==> src/spd_pkg.sv <==
// ----------------------------------------------------------------------------
// spd_pkg
// Shared types and constants of the stack pattern deleter.
// ----------------------------------------------------------------------------
`default_nettype none

package spd_pkg;

	// field widths
	localparam int FUNC_W     = 2;
	localparam int BYTE_W     = 8;
	localparam int IDX_W      = 12;
	localparam int COUNT_W    = 13;
	localparam int PROG_W     = 6;
	localparam int CFG_DATA_W = 64;
	localparam int REG_IDX_W  = 3;

	// pattern storage
	localparam int PAT_BYTES     = 32;
	localparam int PAT_SEL_W     = 5;
	localparam int BYTES_PER_REG = 8;
	localparam int PAT_REGS      = 4;

	// function codes
	localparam logic [FUNC_W-1:0] FUNC_PUSH  = 2'd0;
	localparam logic [FUNC_W-1:0] FUNC_READ  = 2'd1;
	localparam logic [FUNC_W-1:0] FUNC_CLEAR = 2'd2;

	// register indexes
	localparam logic [REG_IDX_W-1:0] REG_PAT_LEN = 3'd0;
	localparam logic [REG_IDX_W-1:0] REG_PAT_0   = 3'd1;
	localparam logic [REG_IDX_W-1:0] REG_PAT_1   = 3'd2;
	localparam logic [REG_IDX_W-1:0] REG_PAT_2   = 3'd3;
	localparam logic [REG_IDX_W-1:0] REG_PAT_3   = 3'd4;

	typedef struct packed {
		logic [PROG_W-1:0]                len;
		logic [PAT_BYTES-1:0][BYTE_W-1:0] pat;
	} spd_cfg_t;

	typedef struct packed {
		logic [BYTE_W-1:0] text;
		logic [PROG_W-1:0] prog;
	} spd_entry_t;

endpackage

`default_nettype wire

==> src/spd_cfg.sv <==
// ----------------------------------------------------------------------------
// spd_cfg
// Pattern length and pattern byte registers; length is clamped on write.
// ----------------------------------------------------------------------------
`default_nettype none

module spd_cfg #(
	parameter int MAX_PATTERN = 32
) (
	input  wire logic                              clk,
	input  wire logic                              arst_n,
	input  wire logic                              cfg_we,
	input  wire logic [spd_pkg::REG_IDX_W-1:0]     cfg_index,
	input  wire logic [spd_pkg::CFG_DATA_W-1:0]    cfg_wdata,
	output spd_pkg::spd_cfg_t                      cfg
);

	localparam logic [spd_pkg::PROG_W-1:0] MAX_LEN = spd_pkg::PROG_W'(MAX_PATTERN);

	logic [spd_pkg::PROG_W-1:0]     len_q;
	logic [spd_pkg::CFG_DATA_W-1:0] pat_q [spd_pkg::PAT_REGS];
	logic [spd_pkg::PROG_W-1:0]     len_wr;

	always_comb begin
		len_wr = cfg_wdata[spd_pkg::PROG_W-1:0];
		if (len_wr == '0) begin
			len_wr = spd_pkg::PROG_W'(1);
		end else if (len_wr > MAX_LEN) begin
			len_wr = MAX_LEN;
		end
	end

	always_ff @(posedge clk or negedge arst_n) begin
		if (!arst_n) begin
			len_q <= spd_pkg::PROG_W'(1);
			for (int i = 0; i < spd_pkg::PAT_REGS; i++) begin
				pat_q[i] <= '0;
			end
		end else if (cfg_we) begin
			unique case (cfg_index)
				spd_pkg::REG_PAT_LEN: len_q    <= len_wr;
				spd_pkg::REG_PAT_0:   pat_q[0] <= cfg_wdata;
				spd_pkg::REG_PAT_1:   pat_q[1] <= cfg_wdata;
				spd_pkg::REG_PAT_2:   pat_q[2] <= cfg_wdata;
				spd_pkg::REG_PAT_3:   pat_q[3] <= cfg_wdata;
				default: ;
			endcase
		end
	end

	always_comb begin
		cfg.len = len_q;
		for (int i = 0; i < spd_pkg::PAT_BYTES; i++) begin
			cfg.pat[i] = pat_q[i / spd_pkg::BYTES_PER_REG]
				[(i % spd_pkg::BYTES_PER_REG) * spd_pkg::BYTE_W +: spd_pkg::BYTE_W];
		end
	end

endmodule

`default_nettype wire

==> config.mk <==
export PLATFORM = sky130hd
export DESIGN_NAME = spd_cfg
export DESIGN_NICKNAME = d
export VERILOG_FILES = /design/src/spd_pkg.sv /design/src/spd_cfg.sv
export SDC_FILE = /design/constraint.sdc
export NUM_CORES = 1
export LEC_CHECK = 0
export ABC_AREA = 1
export BUFFER_PORTS_ARGS = -buffer_cell sky130_fd_sc_hd__buf_2
export CAP_MARGIN = 20
export CELL_PAD_IN_SITES_DETAIL_PLACEMENT = 1
export CELL_PAD_IN_SITES_GLOBAL_PLACEMENT = 1
export CORE_MARGIN = 10
export CORE_UTILIZATION = 30
export DETAILED_ROUTE_END_ITERATION = 12
export GPL_TIMING_DRIVEN = 0
export PLACE_DENSITY = 0.75
export SYNTH_ARGS = -nofsm -noshare
export SYNTH_HDL_FRONTEND = slang
export SYNTH_SLANG_ARGS = --single-unit
export TNS_END_PERCENT = 30
==> constraint.sdc <==
create_clock -name clk -period 1.5 [get_ports clk]
set_input_delay 0.3 -clock clk [delete_from_list [all_inputs] [get_ports clk]]
set_output_delay 0.3 -clock clk [all_outputs]
set_load 0.05 [all_outputs]
# After elaboration in Yosys (flattened, before gate mapping)
# Cells that the tools add are included.
# word_totals
input_bits	70
mem_bits_rw	0
memories	0
rom_bits	0
ff_bits	262
output_inout_bits	262
latch_bits	0
# op_classes
reduce_logical	7
order_cmp	1
div_mod_pow	0
n_bitwise	0
mul	0
add_sub_neg	0
shifts	0
muxes	2
n_eq_ne	4
# ops
op	count
$mux 6	2
$reduce_and 2->1	5
$eq 3x2->1 const B	2
$gt 6x6->1 const B	1
$logic_not 6->1	1
$eq 3x1->1 const B	1
$eq 3x3->1 const B	1
$logic_not 3->1	1

# Logic depth before layout (Yosys ltp)
# Gate-level depths: netlist of the first run.
# logic_depth
depth_word	3
mapped_depth	8
mapped_depth_nobuf	7

# Worst setup path before layout of the first run
# No wires, ideal clock.
# synth_timing
kind	input -> register
from	in cfg_index[2] (netlist bit)
to	reg pat_q, in the netlist cfg[111]
stages	8
required_time_ps	1373
slack_ps	411
arrival_ps	962
cell_sequence	inv_1 nand2_1 inv_2 nand3_2 buf_6 buf_2 nand2_1 o21ai_0
# synth_between
elab_chain_len	2
# synth_rtl
element	line	text
from (decl)	spd_cfg.sv:13	input wire logic [spd_pkg::REG_IDX_W-1:0] cfg_index,
$eq 3x2->1	spd_cfg.sv:40	unique case (cfg_index)
$reduce_and 2->1 (no source line)	n/a	
to (decl)	spd_cfg.sv:21	logic [spd_pkg::CFG_DATA_W-1:0] pat_q [spd_pkg::PAT_REGS];
# No other way between the ends.
# A chain may end at the register's enable or synchronous reset.

# Final worst setup path of the first run
# layout_timing
from	reg len_q[0] (netlist bit)
to	out cfg[256] (netlist bit)
# layout_lines
element	line	text
from (decl)	spd_cfg.sv:20	logic [spd_pkg::PROG_W-1:0] len_q;
from (signal assigned)	spd_cfg.sv:35	len_q <= spd_pkg::PROG_W'(1);
from (signal assigned)	spd_cfg.sv:41	spd_pkg::REG_PAT_LEN: len_q <= len_wr;
to (decl)	spd_cfg.sv:15	output spd_pkg::spd_cfg_t cfg
# No word-level cell between the ends.

==> results.cfg, run 1 <==
[floorplan]
start_util = 0.303
die_area_um2 = 40300
core_um2 = 32400
io_pins = 332
fp.dieH_um = 201
row_count = 66
dieWidth_um = 201

[placement]
placed_cells = 1703
place_area_um2 = 12100
place.gp.congestion = 0.781
io_buffers = 331
hpwlAfterDp_um = 26400

[critical_path]
worst-endpoint-required_ps = 1200
end_kind = primary output
crit_chain = buf_8
cp_top_family = flip-flops
crit_fanout = 2
cp_data_arrival_time_ps = 1240
cpPeakStageDelay_ps = 550
slowest_stage = dfstp_2
critPathBufInv = 1
crit_type = flip-flop to primary output
r2r_cells = 3
start_kind = flip-flop
critical_path_depth = 1

[synth]
syn-num-nets = 998
synth_warnings = 0
yosysSeqAreaShare = 0.669
ys_ff_latch = 262
synth_cells = 928
synth_cell_types = 15
syn_area_per_cell_um2 = 10.6
synth_area_um2 = 9800

[clock_tree]
clkLatencyLatePin_ps = 550
clk_pin_slew_ps = 60
ctsHtreeMaxLevel = 1
cts.sinks = 262
root_buffer = clkbuf_16
clockBufferDepth = 3
cts_made_buffers = 29
cts_tree = done

[detailed_routing]
ant_nets = 0
vias_per_cell = 4.61
wire_per_inst_um = 20.8
first_iter_violations = 253
vias = 8109
dr.pass1.iters = 4
drt_wl_total_um = 36600
remaining_drc_errors = 0

[outcome]
run_status = complete, but fails checks
violations = setup timing

[layout]
synthToLayoutAreaGrowth_pct = 39.7
utilization = 0.423
layout-drive-gt1-share = 0.336
stdcell_area_um2 = 13700
nFillCells = 3649
nets = 1365
final_cell_count_no_fill = 1759

[sta]
holdWs_ps = 52.8
maxSlewViolCount = 0
period_share = 1.03
rsz0062_at_grt = true
hold_violations = 0
max_freq_mhz = 648
setup_violations = 1
worst_slack_ps = -43.2
worst_slew_pin_slew_ps = 661
relSlewSlack = 0.559
period_needed_ps = 1540
skew_ps = 0

[grt]
track_usage = 0.177
grt_pass1_vias = 9175
grt_pass1_wl_um = 57200
antenna_found_initial = 2
grt-ovfl-total = 0
grt_max_degree = 121

[hold_path]
whs_path_depth = 3
hold_path.class = input port to flip-flop

[power]
power_per_cell_area_nw_per_um2 = 1840
finalPower_uw = 25200
leakage_uw = 0.00714
irDropWorstVdd_uv = 879

[run]
cap_violations = 0
metal layers:
metal | share of wire | track usage
met5 | 0.00022 | 0
met4 | 0.016 | 0.0365
met3 | 0.085 | 0.0626
met2 | 0.48 | 0.299
met1 | 0.42 | 0.214
final timing paths:
kind                            endpoint         start  slack [ps]
worst min register to register  cfg[156]      cfg[156]         480
min in group asynchronous        cfg[81]        arst_n         190
worst max register to register  len_q[0]      len_q[0]         660
worst max-delay path            cfg[256]      len_q[0]         -40
worst min-delay path            cfg[201]  cfg_wdata[9]          50
max in group asynchronous       cfg[112]        arst_n         390
through the flow:
step / setup slack (ps) / setup TNS (ps)
detailed placement: 45.9 / 0
CTS: -75.0 / -80.5
global placement: -4690 / -1217950
finish: -43.2 / -43.2
global route: -89.3 / -100
floorplan: 411 / 0
state kept, by name, indices dropped and copies added (netlist names):
| register | cells |
|---|---|
| len_q | 6 |
| cfg | 256 |
what timing repair did:
item | 4_1_cts | 5_1_grt
resized for setup | 175 | 93
endpoints found under the hold margin | 33 | 0
hold buffers | 2 | 0
setup endpoints to repair | 170 | 88
setup buffers | 1 | 0
synthesized netlist by cell type:
master	n	area share
inv_1	68	0.026
nor2_2	1	0.00064
nand3_2	4	0.0041
nor2_1	3	0.0011
buf_6	48	0.055
nand3_1	5	0.0026
buf_2	2	0.0010
o21ai_0	203	0.10
dfstp_2	1	0.0027
o21a_1	1	0.00077
buf_4	6	0.0046
inv_2	1	0.00038
dfrtp_1	261	0.67
o21ai_1	55	0.028
nand2_1	269	0.10
placed cells by master, fill, tap and decap left out, drive strengths merged:
master / instances
o21ai: 258
bufinv: 1
inv: 69
nand2: 269
clkinv: 7
dfrtp: 261
clkinvlp: 1
nand3: 9
nor2: 4
dfstp: 1
diode: 2
dlygate4sd3: 2
clkbuf: 113
o21a: 1
buf: 319
power by group:
group / internal [uW] / switching [uW] / leakage, uW
logic: 2350 / 6610 / 0.00338
clock network: 4040 / 2900 / 0.000456
registers: 8400 / 888 / 0.00329
total: 14800 / 10400 / 0.00714
final cells by class:
type | count | area, um2 | area share
Sequential cell | 262 | 6560 | 0.479
Timing Repair Buffer | 336 | 2420 | 0.177
Multi-Input combinational cell | 541 | 2390 | 0.175
Clock buffer | 42 | 845 | 0.0617
Buffer | 56 | 596 | 0.0435
Tap cell | 442 | 553 | 0.0404
Inverter | 69 | 259 | 0.0189
Clock inverter | 9 | 72.6 | 0.00530
Antenna cell | 2 | 5.00 | 0.000365
worst reg2reg max path, stage by stage (launching register included):
cell	delay [ps]
dfstp_2	550
buf_4	100
nand2_1	50
nand2_1	90
cell families (layout without fill, tap and decap cells):
kind of cell           count (synthesis)  count (layout)  share of synthesized area
other                                  0               2                          0
AND/OR/NAND/NOR                      282             282                      0.111
flip-flops                           262             262                      0.669
buffers and inverters                125             512                     0.0872
AO/OA/AOI/OAI                        259             259                      0.132
Power figures use the tool's default switching activity.
==> inputs of run 2 (changes only) <==
--- a/config.mk
+++ b/config.mk
@@ -6,15 +6,15 @@
 export NUM_CORES = 1
 export LEC_CHECK = 0
 export ABC_AREA = 1
-export BUFFER_PORTS_ARGS = -buffer_cell sky130_fd_sc_hd__buf_2
 export CAP_MARGIN = 20
 export CELL_PAD_IN_SITES_DETAIL_PLACEMENT = 1
 export CELL_PAD_IN_SITES_GLOBAL_PLACEMENT = 1
 export CORE_MARGIN = 10
 export CORE_UTILIZATION = 30
 export DETAILED_ROUTE_END_ITERATION = 12
+export DONT_BUFFER_PORTS = 1
 export GPL_TIMING_DRIVEN = 0
-export PLACE_DENSITY = 0.75
+export PLACE_DENSITY = 0.64
 export SYNTH_ARGS = -nofsm -noshare
 export SYNTH_HDL_FRONTEND = slang
 export SYNTH_SLANG_ARGS = --single-unit
==> results.cfg, run 2 (synthesis results as in run 1) <==
[layout]
layout-drive-gt1-share = 0.357
largest_reg_flops = 256
mostFrequentLayoutCell = nand2_1
synthToLayoutAreaGrowth_pct = 25.3
nets = 1091
mostFrequentLayoutCells = 268 x nand2_1, 261 x dfrtp_2, 203 x o21ai_0

[power]
power_per_cell_area_nw_per_um2 = 1900
irDropWorstVdd_uv = 903
leakage_uw = 0.00547

[sta]
rsz0062_at_grt = true
setup_violations = 1
period_share = 1.03
max_freq_mhz = 648
period_needed_ps = 1540
skew_ps = 0
relSlewSlack = 0.405
maxSlewViolCount = 0
hold_violations = 262
worst_slew_pin_slew_ps = 893
worst_slack_ps = -43.9
holdWs_ps = -543

[clock_tree]
cts.sinks = 262
clockBufferDepth = 3
clk_pin_slew_ps = 60
holdBufCountCts = 63
cts_tree = done
clkLatencyLatePin_ps = 540
post_cts_buffers = 0
ctsHtreeMaxLevel = 1
root_buffer = clkbuf_16
cts_made_buffers = 28

[detailed_routing]
drt_wl_total_um = 34100
first_iter_violations = 229
dr_wl_met2_um = 16300
wire_per_inst_um = 23.0
vias_per_cell = 4.79
vias = 7107
remaining_drc_errors = 0
dr.pass1.iters = 4
top_layer_used = met4
met3_length_um = 4120
ant_nets = 0
wl_met1_um = 13100

[critical_path]
cp_data_arrival_time_ps = 1240
crit_fanout = 2
start_kind = flip-flop
crit_type = flip-flop to primary output
end_kind = primary output
worst-endpoint-required_ps = 1200

[floorplan]
row_count = 66
core_um2 = 32400
start_util = 0.303
fp.dieH_um = 201
dieWidth_um = 201
io_pins = 332
die_area_um2 = 40300

[grt]
track_usage = 0.164
antenna_found_initial = 1
grt_pass1_wl_um = 52100
grt_pass1_vias = 7978
grt-ovfl-total = 0
grt_max_degree = 263

[hold_path]
hold_path.class = input port to asynchronous set/reset pin

[outcome]
violations = hold timing, setup timing
run_status = complete, but fails checks

[placement]
place_ws_ps = 215
io_buffers = 0
hpwlAfterDp_um = 23800
place.gp.congestion = 0.778

[run]
cap_violations = 0
==> run 2: cell types whose count changed in the layout (fill, tap and decap cells not counted), moves of 5 or more <==
cell | previous run | this run
dfrtp_2 | 0 | 261
clkinv_2 | 7 | 2
buf_6 | 59 | 48
dfrtp_1 | 261 | 0
clkbuf_8 | 7 | 12
buf_2 | 84 | 2
dlygate4sd3_1 | 2 | 63
buf_4 | 172 | 6
clkbuf_4 | 71 | 0
==> run 2: where the power goes <==
| part | internal (uW) | switching (uW) |
|---|---|---|
| Sequential | 8610 | 6050 |
| Clock | 4290 | 2850 |
| Combinational | 724 | 881 |
| Total | 13600 | 9790 |
==> run 2: layer usage <==
layer	vias to the layer above	track usage
met5	-	0
met1	3620	0.186
met4	0	0.0333
met2	269	0.273
met3	41	0.0825
li1	3177	-
==> run 2: cell type report <==
class	count	area (um2)
Antenna cell	1	2.50
Buffer	56	596
Clock buffer	46	910
Clock inverter	5	56.3
Fill cell	3557	20100
Inverter	69	259
Multi-Input combinational cell	541	2400
Sequential cell	262	6880
Tap cell	442	553
Timing Repair Buffer	63	631
==> run 2: metrics by stage <==
step           instances  power, uW  cell area, um2   util  setup TNS [ps]
2_1_floorplan        928      15000            9800      -               0
3_3_place_gp        1370      15900           10400  0.320               0
3_5_place_dp        1370      16000           10400  0.320               0
4_1_cts             1484      23700           12300  0.379           -76.2
5_1_grt             1485      24400           12300  0.380           -81.3
6_report            1485      23400           12300  0.380           -43.9
==> run 2: timing repair <==
action / in CTS / in global routing
pin swaps: 0 / 1
endpoints found under the hold margin: 466 / 262
endpoints found under the setup margin: 262 / 4
cloned: 0 / 0
gates resized for setup: 261 / 2
==> run 2: worst register-to-register path, cell delays in order, from the launching register on <==
cell and delay [ps]:
dfstp_2 700, nand2_1 110, nand2_1 90
==> run 2: worst paths after layout <==
path                         startpoint        to  slack [ps]  cells after the start
max                            len_q[0]  cfg[256]         -40                      0
min                              arst_n  cfg[121]        -540                      0
max reg2reg                    len_q[0]  len_q[0]         540                      2
min reg2reg                    len_q[0]  len_q[0]         640                      2
max in group asynchronous        arst_n  cfg[138]        1240                      0
min in group clk           cfg_wdata[0]    cfg[0]          30                      2
